File: src/hdl/gfc_pkg.sv
`default_nettype none
// ----------------------------------------------------------------------------
// gfc_pkg
// Shared types and constants for the gamepad frame conditioner.
// ----------------------------------------------------------------------------
package gfc_pkg;

	// Configuration register indexes
	typedef enum logic [2:0] {
		REG_SOCD_EN    = 3'd0,
		REG_DZ_EN      = 3'd1,
		REG_LEFT_DZ    = 3'd2,
		REG_RIGHT_DZ   = 3'd3,
		REG_LEFT_ANTI  = 3'd4,
		REG_RIGHT_ANTI = 3'd5
	} cfg_reg_t;

	localparam logic [15:0] Q_ONE         = 16'h8000;
	// 32767 squared: full-scale normalizer for the squared magnitude
	localparam logic [31:0] AXIS_FULL_SQ  = 32'd1073676289;
	localparam logic [15:0] DZ_RESET      = 16'd4915;

	localparam logic [15:0] DPAD_UD       = 16'h0003;
	localparam logic [15:0] DPAD_LR       = 16'h000C;

	// Stage counts of the stick lane
	localparam int CD_STAGES  = 3;   // normalize by 32767 squared: two folds, one compare
	localparam int SQ_STAGES  = 16;  // square root, one root bit per stage
	localparam int ND_STAGES  = 15;  // rescale divide
	localparam int OD_STAGES  = 15;  // axis divide after the range check
	localparam int LANE_LAT   = 1 + CD_STAGES + SQ_STAGES + 1 + ND_STAGES + 1 + 1 + 1
		+ 1 + OD_STAGES + 1;

	typedef struct packed {
		logic        dz_on;
		logic [15:0] dz;
		logic [15:0] anti;
	} lane_cfg_t;

endpackage
`default_nettype wire

File: src/hdl/gfc_button_lane.sv
`default_nettype none
// ----------------------------------------------------------------------------
// gfc_button_lane
// Opposing-direction cancellation and delay matched to the stick lanes.
// ----------------------------------------------------------------------------
module gfc_button_lane (
	input  wire logic        clk,
	input  wire logic        en,
	input  wire logic        socd_on,
	input  wire logic [15:0] buttons,
	output logic      [15:0] clean_buttons
);
	logic [15:0] socd_c;
	logic [15:0] bt_q [gfc_pkg::LANE_LAT];

	always_comb begin
		socd_c = buttons;
		if (socd_on) begin
			if ((buttons & gfc_pkg::DPAD_LR) == gfc_pkg::DPAD_LR)
				socd_c = socd_c & ~gfc_pkg::DPAD_LR;
			if ((buttons & gfc_pkg::DPAD_UD) == gfc_pkg::DPAD_UD)
				socd_c = socd_c & ~gfc_pkg::DPAD_UD;
		end
	end

	always_ff @(posedge clk) begin
		if (en) begin
			bt_q[0] <= socd_c;
			for (int i = 1; i < gfc_pkg::LANE_LAT; i++)
				bt_q[i] <= bt_q[i-1];
		end
	end

	assign clean_buttons = bt_q[gfc_pkg::LANE_LAT-1];
endmodule
`default_nettype wire

File: config.mk
export PLATFORM = sky130hd
export DESIGN_NAME = gfc_button_lane
export DESIGN_NICKNAME = d
export VERILOG_FILES = /design/src/hdl/gfc_pkg.sv /design/src/hdl/gfc_button_lane.sv
export SDC_FILE = /design/constraint.sdc
export NUM_CORES = 1
export LEC_CHECK = 0
export ABC_AREA = 1
export BUFFER_PORTS_ARGS = -buffer_cell sky130_fd_sc_hd__buf_2
export CORE_AREA = 5 5 228 230
export CTS_CLUSTER_SIZE = 12
export DETAILED_ROUTE_END_ITERATION = 8
export DIE_AREA = 0 0 233 235
export PLACE_DENSITY = 0.75
export SLEW_MARGIN = 40
export SYNTH_ARGS = -nofsm -noshare
export SYNTH_HDL_FRONTEND = slang
export SYNTH_SLANG_ARGS = --single-unit
File: constraint.sdc
create_clock -name clk -period 0.8 [get_ports clk]
set_input_delay 0.24 -clock clk [delete_from_list [all_inputs] [get_ports clk]]
set_output_delay 0.24 -clock clk [all_outputs]
set_load 0.05 [all_outputs]
Yosys cells after proc, flatten, opt, wreduce, memory -nomap -nowiden
Memory sizes are Yosys's and may differ from the RTL's.
Cells that the tools add are included.
{"block": "classes", "eq_ne": 2, "muxes": 5}
{"op": "2-to-1 mux 4 bit", "count": 2}
{"op": "equality test 2 bit (second input constant)", "count": 2}
{"op": "2-to-1 mux 1 bit", "count": 2}
{"op": "2-to-1 mux 2 bit", "count": 1}
{"block": "word_totals", "register_bits": 0, "ram_bits": 896, "in_bits": 19, "out_inout_bits": 16, "wordCells": 8, "mem_count": 1}
{"memory": "bt_q", "depth": 56, "word_bits": 16, "read_ports": 56, "rd_clocked_by_memory_dff": 0, "wr": 56, "line": "gfc_button_lane.sv:14", "text": "logic [15:0] bt_q [gfc_pkg::LANE_LAT];"}

Longest topological paths before layout
Gate-level depths: netlist of the first run.
{"block": "logic_depth", "ltp_word": 4, "mapped_depth": 2, "ltp_nobuf": 2}

Worst setup path before layout of the first run
No wires, ideal clock.
{"block": "synth_timing", "kind": "register to output", "start": "memory bt_q[55][0], in the netlist bt_q[1][368]", "end": "output port clean_buttons[0]", "arrival_time_ns": 0.523, "setup_slack_ns": 0.037, "path_stages_with_launch": 2, "path_buffers": 1, "cell_sequence": "edfxtp_1 > buf_4"}
{"item": "start, declared", "line": "gfc_button_lane.sv:14"}
{"item": "end, declared", "line": "gfc_button_lane.sv:11", "text": "output logic [15:0] clean_buttons"}

==> run metrics, run 1 <==
Clock Latency Late Sink approximately 600 ps; PnR Total Power about 93 mW; Clock transition at path regs 60 ps; Mapped Area between 0.02 and 0.03 sq mm; Cell Pwr Density 2970 mW/mm^2; setup slack at placement -405 ps; CP Buf/Inv Count 1; final-layout worst hold slack approximately 84 ps; max-slew violation total from the final report 0; I/O Pins 35; endpoint class of the critical path output port; count leader, synth sky130_fd_sc_hd__edfxtp_1; antenna cell count 0; largest cells by area after synthesis sky130_fd_sc_hd__edfxtp_1 99%, sky130_fd_sc_hd__buf_4 0.44%, sky130_fd_sc_hd__a21oi_1 0.074%; proportion of synthesized chip area in sequential cells 99.4%; RSZ-0062 raised after global routing yes; aggregate global-route resource usage 10.9%; dominant synthesized flop cell sky130_fd_sc_hd__edfxtp_1; warnings from Yosys 0; Core Box Area between 0.04 and 0.05 sq mm; number of enable-type register cells in the synthesized netlist between 800 and 900; number of max-cap violations 0; result of the run finished with violations; source of the worst hold timing path en; most numerous cell types in the synthesized netlist 896 x sky130_fd_sc_hd__edfxtp_1, 16 x sky130_fd_sc_hd__buf_4, 4 x sky130_fd_sc_hd__a21oi_1, 4 x sky130_fd_sc_hd__inv_1; post-synthesis register bit count 896; beginning of the worst register-to-register path bt_q[1][23]$_DFFE_PP_; data arrival time at the worst-slack endpoint 1230 ps; Slew @ Worst Pin ~290 ps; worst-case setup margin in the final layout -673 ps; global-route wire length before repair 47.7 mm; count of standard-cell rows 82; setup total negative slack -9270 ps; multiplexer share of the synthesized area 0%; critical path start-end classification reg2out; share of the synthesized area in the top cell type 99.4%; launching instance or port of the critical path bt_q[1][382]$_DFFE_PP_; CTS root buf sky130_fd_sc_hd__clkbuf_16; total gr overflow 0; net switching power of the design 17.0 mW; total iterations of the first detailed-routing run 4; number of violations reported at the end of detailed-routing iteration 0 approximately 600; Clock Tree Buf Depth 3; cells along the critical path buf_6; Compound-Gate Fraction of Synth Area 0.0740%; DRC 0; Yosys top cell by area sky130_fd_sc_hd__edfxtp_1; number of filler cells placed in the layout 3157; register with the highest flop count bt_q; final count of negative-setup-slack endpoints 16; part of the power in the clock network 38.9%; fraction of power spent switching nets between 10% and 20%; largest voltage drop on the vdd net 2.29 mV; total via count in the routed design 8727; final critical-path share of the clock period 184%; Crit-path slowest cell sky130_fd_sc_hd__edfxtp_1; antenna violations before repair 0; number of clock sinks roughly 900; family with the most delay on the worst path flip-flops; simple-gate share of the synthesized area 0%; count of different cell masters after synthesis 4; leakage power figure 10.6 nW; pin count of the biggest net entering global routing 43; number of buffers created by CTS about 90; Min Clock Period, post-route 1470 ps; worst reg2reg setup slack approximately 80 ps; Synth Area in XOR/XNOR 0%; registers with the most flip-flops bt_q x896; H-tree Lvls 3; failing checks negative setup slack; part of the power in registers around three fifths; endpoint required time on the critical path approximately 560 ps; number of nets in the final layout approximately 1100; Hold Crit Class in2reg; Final GP Congestion between 0.6 and 0.7; Power Internal approximately 76 mW; Syn Area/Cell just under 30 sq um; TritonCTS clock tree yes; number of nets in the synthesized netlist roughly 940; Crit Path Max Fanout 1; cell count after synthesis 920; vias in the first global route between 9000 and 10000; die extent in x 233 microns; endpoints failing hold 0; adder-cell share of the synthesized area 0%; combinational family with the most area after synthesis buffers and inverters; fraction of final layout cells with drive strength greater than 1 ~17%; final worst clock skew between 15 and 20 ps; Detail Placement HPWL ~13 mm; post-detailed-route via-to-cell ratio about 4.8; area delta synth->final 16.1%; sum of routed wire length over all layers 28.9 mm; area enclosed by the die boundary between 0.05 and 0.06 sq mm; post-route antenna net violation count 0; sort of element at the start of the critical path register; remaining max-slew budget at the tightest pin 80.8%; Largest register FFs between 800 and 900; initial cell density of the core a little over half; detail-routed net length per standard cell ~16 microns; Fmax 679 MHz; part of the total power dissipated in combinational logic 1.7%; Slowest Stage Delay on Critical Path 450 ps; Synth async-reset ratio 0%; vertical die dimension between 200 and 250 microns; Port Buf Inserts 34
-- cells in the final DEF (no fill, tap or decap), drive strengths merged --
cell,count
bufinv,3
dlygate4sd3,17
edfxtp,896
clkinv,10
buf,90
inv,7
a21oi,4
clkbuf,103
-- layout make-up --
type	count	area (sq um)	share of cell area (%)
clock buffer	103	2300	7.33
clock inverter	16	169	0.538
inverter	4	15.0	0.0478
multi-input combinational	4	20.0	0.0637
sequential	896	26900	85.7
tap	672	841	2.68
timing repair buffer	107	1160	3.69
-- stage by stage --
| stage | cell area, sq um | instances | util (%) |
|---|---|---|---|
| after floorplan | 27100 | 920 | - |
| after global placement | 28700 | 1666 | 57.7 |
| after detailed placement | 28700 | 1666 | 57.7 |
| after CTS | 31400 | 1802 | 63.3 |
| after global routing | 31400 | 1802 | 63.3 |
| final | 31400 | 1802 | 63.3 |
-- cells by family (layout without fill, tap and decap cells) --
logic type / Yosys count / in the layout
AO/OA/AOI/OAI: 4 / 4
buffers and inverters: 20 / 230
flip-flops: 896 / 896
-- power groups by stage --
| stage | Sequential (mW) | Clock, mW | Combinational, mW |
|---|---|---|---|
| after floorplan | 56.0 | 0 | 0.224 |
| after global placement | 56.2 | 0 | 1.44 |
| after detailed placement | 56.3 | 0 | 1.52 |
| after CTS | 55.5 | 37.5 | 1.62 |
| after global routing | 55.6 | 39.6 | 1.72 |
| final | 55.4 | 36.3 | 1.59 |
-- path summary, 6_finish.rpt --
kind / end / depth (start not counted)
worst max-delay path: clean_buttons[14] / 1
worst max register to register: bt_q[1][39]$_DFFE_PP_ / 0
worst min-delay path: bt_q[0][238]$_DFFE_PP_ / 2
worst min register to register: bt_q[0][387]$_DFFE_PP_ / 0
-- per-layer routing --
metal,GRT usage [%],vias up,part of all wire [%]
li1,-,4067,-
met2,15.5,137,45
met5,0,-,0
met1,16.1,4432,47
met4,4.53,0,3.4
met3,3.42,91,4.6
-- repair_timing --
item / CTS / global route
gates cloned: 0 / 0
hold buffers: 17 / 0
resized for setup: 32 / 0
endpoints found under the setup margin: 16 / 16
setup buffers: 0 / 0
hold endpoints to repair: 16 / 0
No activity file was read; power rests on OpenSTA's default activity.
==> run 2, diff against run 1 <==
--- a/config.mk
+++ b/config.mk
@@ -7,11 +7,13 @@
 export LEC_CHECK = 0
 export ABC_AREA = 1
 export BUFFER_PORTS_ARGS = -buffer_cell sky130_fd_sc_hd__buf_2
-export CORE_AREA = 5 5 228 230
+export CELL_PAD_IN_SITES_DETAIL_PLACEMENT = 0
+export CELL_PAD_IN_SITES_GLOBAL_PLACEMENT = 1
+export CORE_AREA = 5 5 237 239
 export CTS_CLUSTER_SIZE = 12
 export DETAILED_ROUTE_END_ITERATION = 8
-export DIE_AREA = 0 0 233 235
-export PLACE_DENSITY = 0.75
+export DIE_AREA = 0 0 242 244
+export PLACE_DENSITY = 0.76
 export SLEW_MARGIN = 40
 export SYNTH_ARGS = -nofsm -noshare
 export SYNTH_HDL_FRONTEND = slang
==> run 2 against run 1 <==
- the flow still finishes with violations (negative setup slack)
- critical path depth did not move
- clock power up 1%
- cell count is 2.4% higher
- sequential power is essentially flat
- via count grew 0.34%
- critical path type unchanged
- highest routed layer unchanged
==> run metrics, run 2 (same netlist as run 1, synthesis figures left out) <==
result of the run finished with violations; failing checks negative setup slack; number of buffers created by CTS 89 (+1.1%); antenna violations before repair 1 (+1); leakage power figure 10.7 nW (+0.29%); number of violations reported at the end of detailed-routing iteration 0 733 (+21%); vertical die dimension 244 microns (+3.8%); vias in the first global route 8957 (-0.52%); PnR Total Power 93.7 mW (+0.52%); family with the most delay on the worst path flip-flops; endpoint class of the critical path output port; beginning of the worst register-to-register path bt_q[0][16]$_DFFE_PP_; fraction of final layout cells with drive strength greater than 1 17.1% (+0.40 points); Clock transition at path regs 60 ps (about the same); max-slew violation total from the final report 0 (unchanged); endpoint required time on the critical path 560 ps (about the same); worst reg2reg setup slack 70 ps (about the same); R2R cell count 0 (unchanged); end point of the most critical hold path bt_q[1][76]$_DFFE_PP_; worst hold path depth 2 (unchanged); I/O Pins 35 (unchanged); met3 Use GR 3.34% (-0.075 points); antenna cell count 0 (unchanged); final count of negative-setup-slack endpoints 16 (unchanged); register with the highest flop count bt_q; critical path start-end classification reg2out; detail-routed net length per standard cell 15.5 microns (-3.4%); Min Clock Period, post-route 1460 ps (-11.4 ps); cells along the critical path buf_6; Core Box Area 0.0536 sq mm (+7.9%); number of nets in the final layout 1127 (+0.63%); die extent in x 242 microns (+3.9%); global-route wire length before repair 47.6 mm (about the same); Crit-path slowest cell sky130_fd_sc_hd__edfxtp_1; CTS root buf sky130_fd_sc_hd__clkbuf_16; total gr overflow 0 (unchanged); CP Buf/Inv Count 1 (unchanged); initial cell density of the core 50.5% (-4.0 points); Final GP Congestion 0.655 (-3.4%); area enclosed by the die boundary 0.0590 sq mm (+7.8%); Largest register FFs 896 (unchanged); pin count of the biggest net entering global routing 45 (+4.7%); number of clock sinks 896 (unchanged); sum of routed wire length over all layers 28.7 mm (-1.0%); total via count in the routed design 8757 (+0.34%); setup total negative slack -9480 ps (-201 ps); Crit Reg-Reg Endpoint bt_q[0][32]$_DFFE_PP_; M1 GR Usage 14.9% (-1.2 points); TritonCTS clock tree yes; post-detailed-route via-to-cell ratio 4.74 (-2.0%); data arrival time at the worst-slack endpoint 1220 ps (about the same); Clock Latency Late Sink 620 ps (+20 ps); most common cell after layout, fill and taps aside sky130_fd_sc_hd__edfxtp_1; H-tree Lvls 3 (unchanged); worst-case setup margin in the final layout -662 ps (+11.4 ps); remaining max-slew budget at the tightest pin 85.4% (+4.6 points); Detail Placement HPWL 13.6 mm (+1.6%); final critical-path share of the clock period 183% (-1.4 points); Cell Pwr Density 2980 mW/mm^2 (+0.27%); post-route antenna net violation count 0 (unchanged); count of buffers added by post-CTS timing repair for setup 0 (unchanged); Hold Crit Class in2reg; DRC 0 (unchanged); commonest non-fill, non-tap cells in the layout 896 x sky130_fd_sc_hd__edfxtp_1, 90 x sky130_fd_sc_hd__clkbuf_16, 43 x sky130_fd_sc_hd__buf_4; source of the worst hold timing path en; Port Buf Inserts 34 (unchanged); sort of element at the start of the critical path register; Clock Tree Buf Depth 3 (unchanged); Crit Path Max Fanout 1 (unchanged); area delta synth->final 16.4%; total iterations of the first detailed-routing run 4 (unchanged); combined area of the multi-input logic cells 20.0 sq um (unchanged); aggregate global-route resource usage 9.96% (-0.97 points); flip-flop and latch area 0.0269 sq mm (unchanged); number of filler cells placed in the layout 3697 (+17%); busiest grt layer met1; Slew @ Worst Pin 219 ps (-68.8 ps); largest voltage drop on the vdd net 1.89 mV (-17%); registers with the most flip-flops bt_q x896; met2 Usage GRT 13.7% (-1.8 points); Fmax 684 MHz (+0.78%); RSZ-0062 raised after global routing yes; Slowest Stage Delay on Critical Path 430 ps (-20 ps); final worst clock skew 16.8 ps (-0.427 ps); count of standard-cell rows 85 (+3.7%); endpoints failing hold 0 (unchanged); number of max-cap violations 0 (unchanged)
-- run 2: cell count changes in the layout (fill, tap and decap cells not counted), sizes merged --
cell / previous run / this run
bufinv: 3 / 2
buf: 90 / 96
inv: 7 / 9
clkbuf: 103 / 110
clkinv: 10 / 16
-- run 2: layer usage --
layer	vias up	share of wire, %
met5	-	0
met1	4430	50
met2	140	42
met4	0	3.2
li1	4109	-
met3	78	4.6
-- run 2: final cells by class --
class,instances,share of cell area (%)
repair buffers,113,3.66
flip-flops and latches,896,85.4
inverters,4,0.0477
clock buffers,110,7.39
clock inverters,23,0.620
well taps,696,2.77
multi-input cells,4,0.0636
-- run 2: worst max-delay path by stage --
stage,startpoint,endpoint,slack [ps],depth (start not counted)
after floorplan,bt_q[1][368]$_DFFE_PP_,clean_buttons[0],40,1
after global routing,bt_q[1][382]$_DFFE_PP_,clean_buttons[14],-720,1
final,bt_q[1][382]$_DFFE_PP_,clean_buttons[14],-660,1
after global placement,en,bt_q[0][498]$_DFFE_PP_,-430,3
after CTS,bt_q[1][382]$_DFFE_PP_,clean_buttons[14],-710,1
after detailed placement,en,bt_q[1][18]$_DFFE_PP_,-440,3
-- run 2: stage by stage --
stage / instance area, sq um / hold WS (ps) / instances / util, % / worst slack, ps
2_1_floorplan: 27100 / 339 / 920 / - / 36.6
3_3_place_gp: 28700 / 400 / 1696 / 53.5 / -426
3_5_place_dp: 28700 / 405 / 1696 / 53.5 / -436
4_1_cts: 31500 / 79.6 / 1846 / 58.7 / -713
5_1_grt: 31500 / 81.3 / 1846 / 58.7 / -721
6_report: 31500 / 132 / 1846 / 58.7 / -662
-- run 2: power breakdown --
part	leakage, nW	internal, mW	switching, mW	total (mW)
clock	1.23	21.0	15.7	36.8
sequential	8.77	54.7	0.669	55.3
combinational	0.655	0.500	1.08	1.58
total	10.7	76.2	17.5	93.7
-- run 2: repair_timing --
item,CTS,global route
setup endpoints to repair,16,16
gates resized for setup,32,0
hold buffers,17,0
hold endpoints to repair,15,0
